`src/hdl/cdg_pkg.sv`:
```
package cdg_pkg;

  localparam int CELL_WIDTH  = 6;
  localparam int CELL_HEIGHT = 12;
  localparam int PIX_W       = 4;
  localparam int LINE_BITS   = CELL_WIDTH * PIX_W;
  localparam int SUB_W       = 4;

  localparam logic [2:0] OP_MEM_PRESET    = 3'd0;
  localparam logic [2:0] OP_BORDER_PRESET = 3'd1;
  localparam logic [2:0] OP_TILE_NORMAL   = 3'd2;
  localparam logic [2:0] OP_TILE_XOR      = 3'd3;
  localparam logic [2:0] OP_READ_LINE     = 3'd4;

  localparam logic [1:0] ST_DONE     = 2'd0;
  localparam logic [1:0] ST_SKIPPED  = 2'd1;
  localparam logic [1:0] ST_MASKED   = 2'd2;
  localparam logic [1:0] ST_OFF_SCRN = 2'd3;

  localparam logic [1:0] RK_NONE   = 2'd0;
  localparam logic [1:0] RK_CANVAS = 2'd1;
  localparam logic [1:0] RK_CELL   = 2'd2;

  localparam logic [0:0] REG_CHANNEL_MASK = 1'd0;
  localparam logic [0:0] REG_CORNER_MODE  = 1'd1;

  localparam logic [15:0] CHANNEL_MASK_RST = 16'h0011;

  typedef struct packed {
    logic [2:0]  opcode;
    logic [3:0]  preset_color;
    logic [3:0]  channel;
    logic [3:0]  back_color;
    logic [3:0]  fore_color;
    logic [5:0]  cell_row;
    logic [5:0]  cell_col;
    logic [35:0] mask_top;
    logic [35:0] mask_bottom;
    logic [7:0]  read_line;
  } in_word_t;

  typedef struct packed {
    logic [1:0]  status;
    logic [1:0]  refresh_kind;
    logic [4:0]  dirty_row;
    logic [5:0]  dirty_col;
    logic        corner_tile;
    logic        background_refresh;
    logic [23:0] line_pixels;
  } out_word_t;

  // per-pixel lane control, shared by all six lanes
  typedef struct packed {
    logic [3:0] fore;
    logic [3:0] back;
    logic       xor_en;
  } lane_ctl_t;

endpackage

```
`src/hdl/cdg_lane.sv`:
```
module cdg_lane (
  input  cdg_pkg::lane_ctl_t ctl,
  input  logic               mask_bit,
  input  logic [3:0]         old_pix,
  output logic [3:0]         new_pix
);

  logic [3:0] pix;

  assign pix     = mask_bit ? ctl.fore : ctl.back;
  assign new_pix = ctl.xor_en ? (old_pix ^ pix) : pix;

endmodule
```
`config.mk`:
```
export PLATFORM = sky130hd
export DESIGN_NAME = cdg_lane
export DESIGN_NICKNAME = d
export VERILOG_FILES = /design/src/hdl/cdg_pkg.sv /design/src/hdl/cdg_lane.sv
export SDC_FILE = /design/constraint.sdc
export NUM_CORES = 1
export LEC_CHECK = 0
export BUFFER_PORTS_ARGS = -buffer_cell sky130_fd_sc_hd__buf_2
export CORE_AREA = 2 2 39 41
export DETAILED_ROUTE_END_ITERATION = 10
export DIE_AREA = 0 0 41 43
export PLACE_DENSITY_LB_ADDON = 0.1
export RECOVER_POWER = 25
export SYNTH_ARGS = -nofsm -noshare
export SYNTH_HDL_FRONTEND = slang
export SYNTH_SLANG_ARGS = --single-unit
```
`constraint.sdc`:
```
create_clock -name vclk -period 0.8
set_input_delay 0.04 -clock vclk [all_inputs]
set_output_delay 0.04 -clock vclk [all_outputs]
set_load 0.01 [all_outputs]
```
==> metrics.md <==
| Metric | Value |
|---|---|
| Internal power | `0.0654 mW` |
| Fin. Hold Viols | `0` |
| Antenna violations before repair | `0` |
| Sequential standard cell area | `0 µm²` |
| Via count | `142` |
| GPL Wtd Cong | `0.570` |
| Synth top area cells | `mux2i_1, xor2_1, nand2_1` |
| WHS | `424 ps` |
| CP Max Fanout | `4` |
| Die extent in y | `43 µm` |
| Hpwl dp | `334 µm` |
| Clock buf count | `0` |
| Hold-fix buffers at CTS | `0` |
| Leak | `0.114 nW` |
| Switching pwr | `0.0555 mW` |
| CP arrival | `660 ps` |
| Worst vdd ir | `0.0000881 V` |
| I/O pins | `18` |
| F_max | `1440 MHz` |
| Pin count of the biggest net entering global routing | `5` |
| Total core area | `1380 µm²` |
| Resized cells post-CTS | `0` |
| Max transition margin | `0.893` |
| Drt drc | `0` |
| Max_cap viols | `0` |
| Slew at the pin closest to its max-slew limit | `155 ps` |
| CP Launch Type | `input port` |
| Via density per instance | `3.09` |
| Mapped Nets | `27` |
| Comb power frac | `1.000` |
| Core Util, Final | `0.151` |
| Pwr per Cell Area | `578 nW/µm²` |
| Period Utilization, post-route | `0.870` |
| YS warnings | `0` |
| CP required | `760 ps` |
| Total Routing Usage GR | `0.0390` |
| Initial core utilization | `0.0687` |
| Clock Power Share | `0` |
| Antenna cells | `0` |
| Yosys cell types | `4` |
| Number of routed nets with antenna violations | `0` |
| Iter 0 DRT Violations | `0` |
| Switching Share | `0.459` |
| Synth Instances | `13` |
| Seq_cells | `0` |
| Vias in the first global route | `128` |
| Pre-antenna DRT Iters | `1` |
| Post-Route WL | `352 µm` |
| List of most frequent post-synthesis cells | `mux2i_1, nand2_1, xor2_1` |
| Finished Layout Cells | `46` |
| Crit path time final | `696 ps` |
| Yosys top cell by area | `mux2i_1` |
| Worst Setup SP | `mask_bit` |
| Total die area | `1760 µm²` |
| Avg Cell Area, Syn | `7.31 µm²` |
| Setup TNS | `0 ps` |
| Type of the worst setup path | `input port to primary output` |
| Status | `completed` |
| Overflow after GRT | `0` |
| Hold Crit Class | `input port to primary output` |
| # setup viols final | `0` |
| Input/output buffers | `18` |
| Setup Buffers After CTS | `0` |
| Crit end category | `primary output` |
| Num rows | `14` |
| First-pass GRT wire length | `510 µm` |
| Post-synthesis cell area | `95.1 µm²` |
| Fin nets | `46` |
| Yosys top cell area share | `0.421` |
| Routed length per placed instance | `7.65 µm` |
| Crit path capture | `new_pix[3]` |
| Die W | `41 µm` |
| Area Overhead vs Synth | `120%` |
| Seq pwr share | `0` |
| DP Area | `200 µm²` |
| RSZ-0062 raised after global routing | `no` |
| Share of layout cells above drive strength 1 | `0.600` |
| Cell count after placement | `46` |
| Max Slew Vio Count | `0` |
| Final Cell Area | `209 µm²` |
| Sequential share of the synthesized area | `0` |
## layer usage
metal / track usage / part of all wire / vias to the layer above
met1: 0.0316 / 0.24 / 65
met5: 0 / 0 / -
li1: - / - / 76
met4: 0 / 0 / 0
met3: 0 / 0.028 / 0
met2: 0.0906 / 0.73 / 1
## placed cells by master, fill, tap and decap left out
cell type  instances
buf_2             16
buf_6              1
clkbuf_1           1
mux2i_1            3
mux2i_2            1
nand2_1            4
xor2_1             4
## kinds of logic (layout without fill, tap and decap cells)
| family | after synthesis | count (layout) | share of synthesized area |
|---|---|---|---|
| buffers and inverters | 1 | 18 | 0.0526 |
| multiplexers | 4 | 4 | 0.421 |
| XOR/XNOR | 4 | 4 | 0.368 |
| AND/OR/NAND/NOR | 4 | 4 | 0.158 |
## critical path, stage by stage
cell      delay, ps
buf_6           100
mux2i_1         200
xor2_1          150
clkbuf_1        170
## power groups by stage
stage          sequential (mW)  clock, mW  combinational, mW
2_1_floorplan                0          0             0.0566
3_3_place_gp                 0          0              0.118
3_5_place_dp                 0          0              0.118
4_1_cts                      0          0              0.118
5_1_grt                      0          0              0.133
6_report                     0          0              0.121
## area by class of cell
class | instances | area, µm²
fill | 169 | 1170
tap | 16 | 20.0
multi-input combinational | 12 | 93.8
timing repair buffer | 18 | 95.1
## worst min-delay path by stage
stage,from,cells after the start,slack [ps],endpoint
2_1_floorplan,ctl[0],2,220,new_pix[0]
3_3_place_gp,old_pix[1],4,430,new_pix[1]
3_5_place_dp,old_pix[2],4,440,new_pix[2]
4_1_cts,old_pix[2],4,440,new_pix[2]
5_1_grt,old_pix[0],4,450,new_pix[0]
6_report,old_pix[3],4,420,new_pix[3]
## metrics by stage
step | total power [mW] | setup WS [ps]
2_1_floorplan | 0.0566 | 117
3_3_place_gp | 0.118 | 35.6
3_5_place_dp | 0.118 | 47.0
4_1_cts | 0.118 | 43.8
5_1_grt | 0.133 | 21.6
6_report | 0.121 | 104
Note: power is estimated with default switching activity, not from simulation.
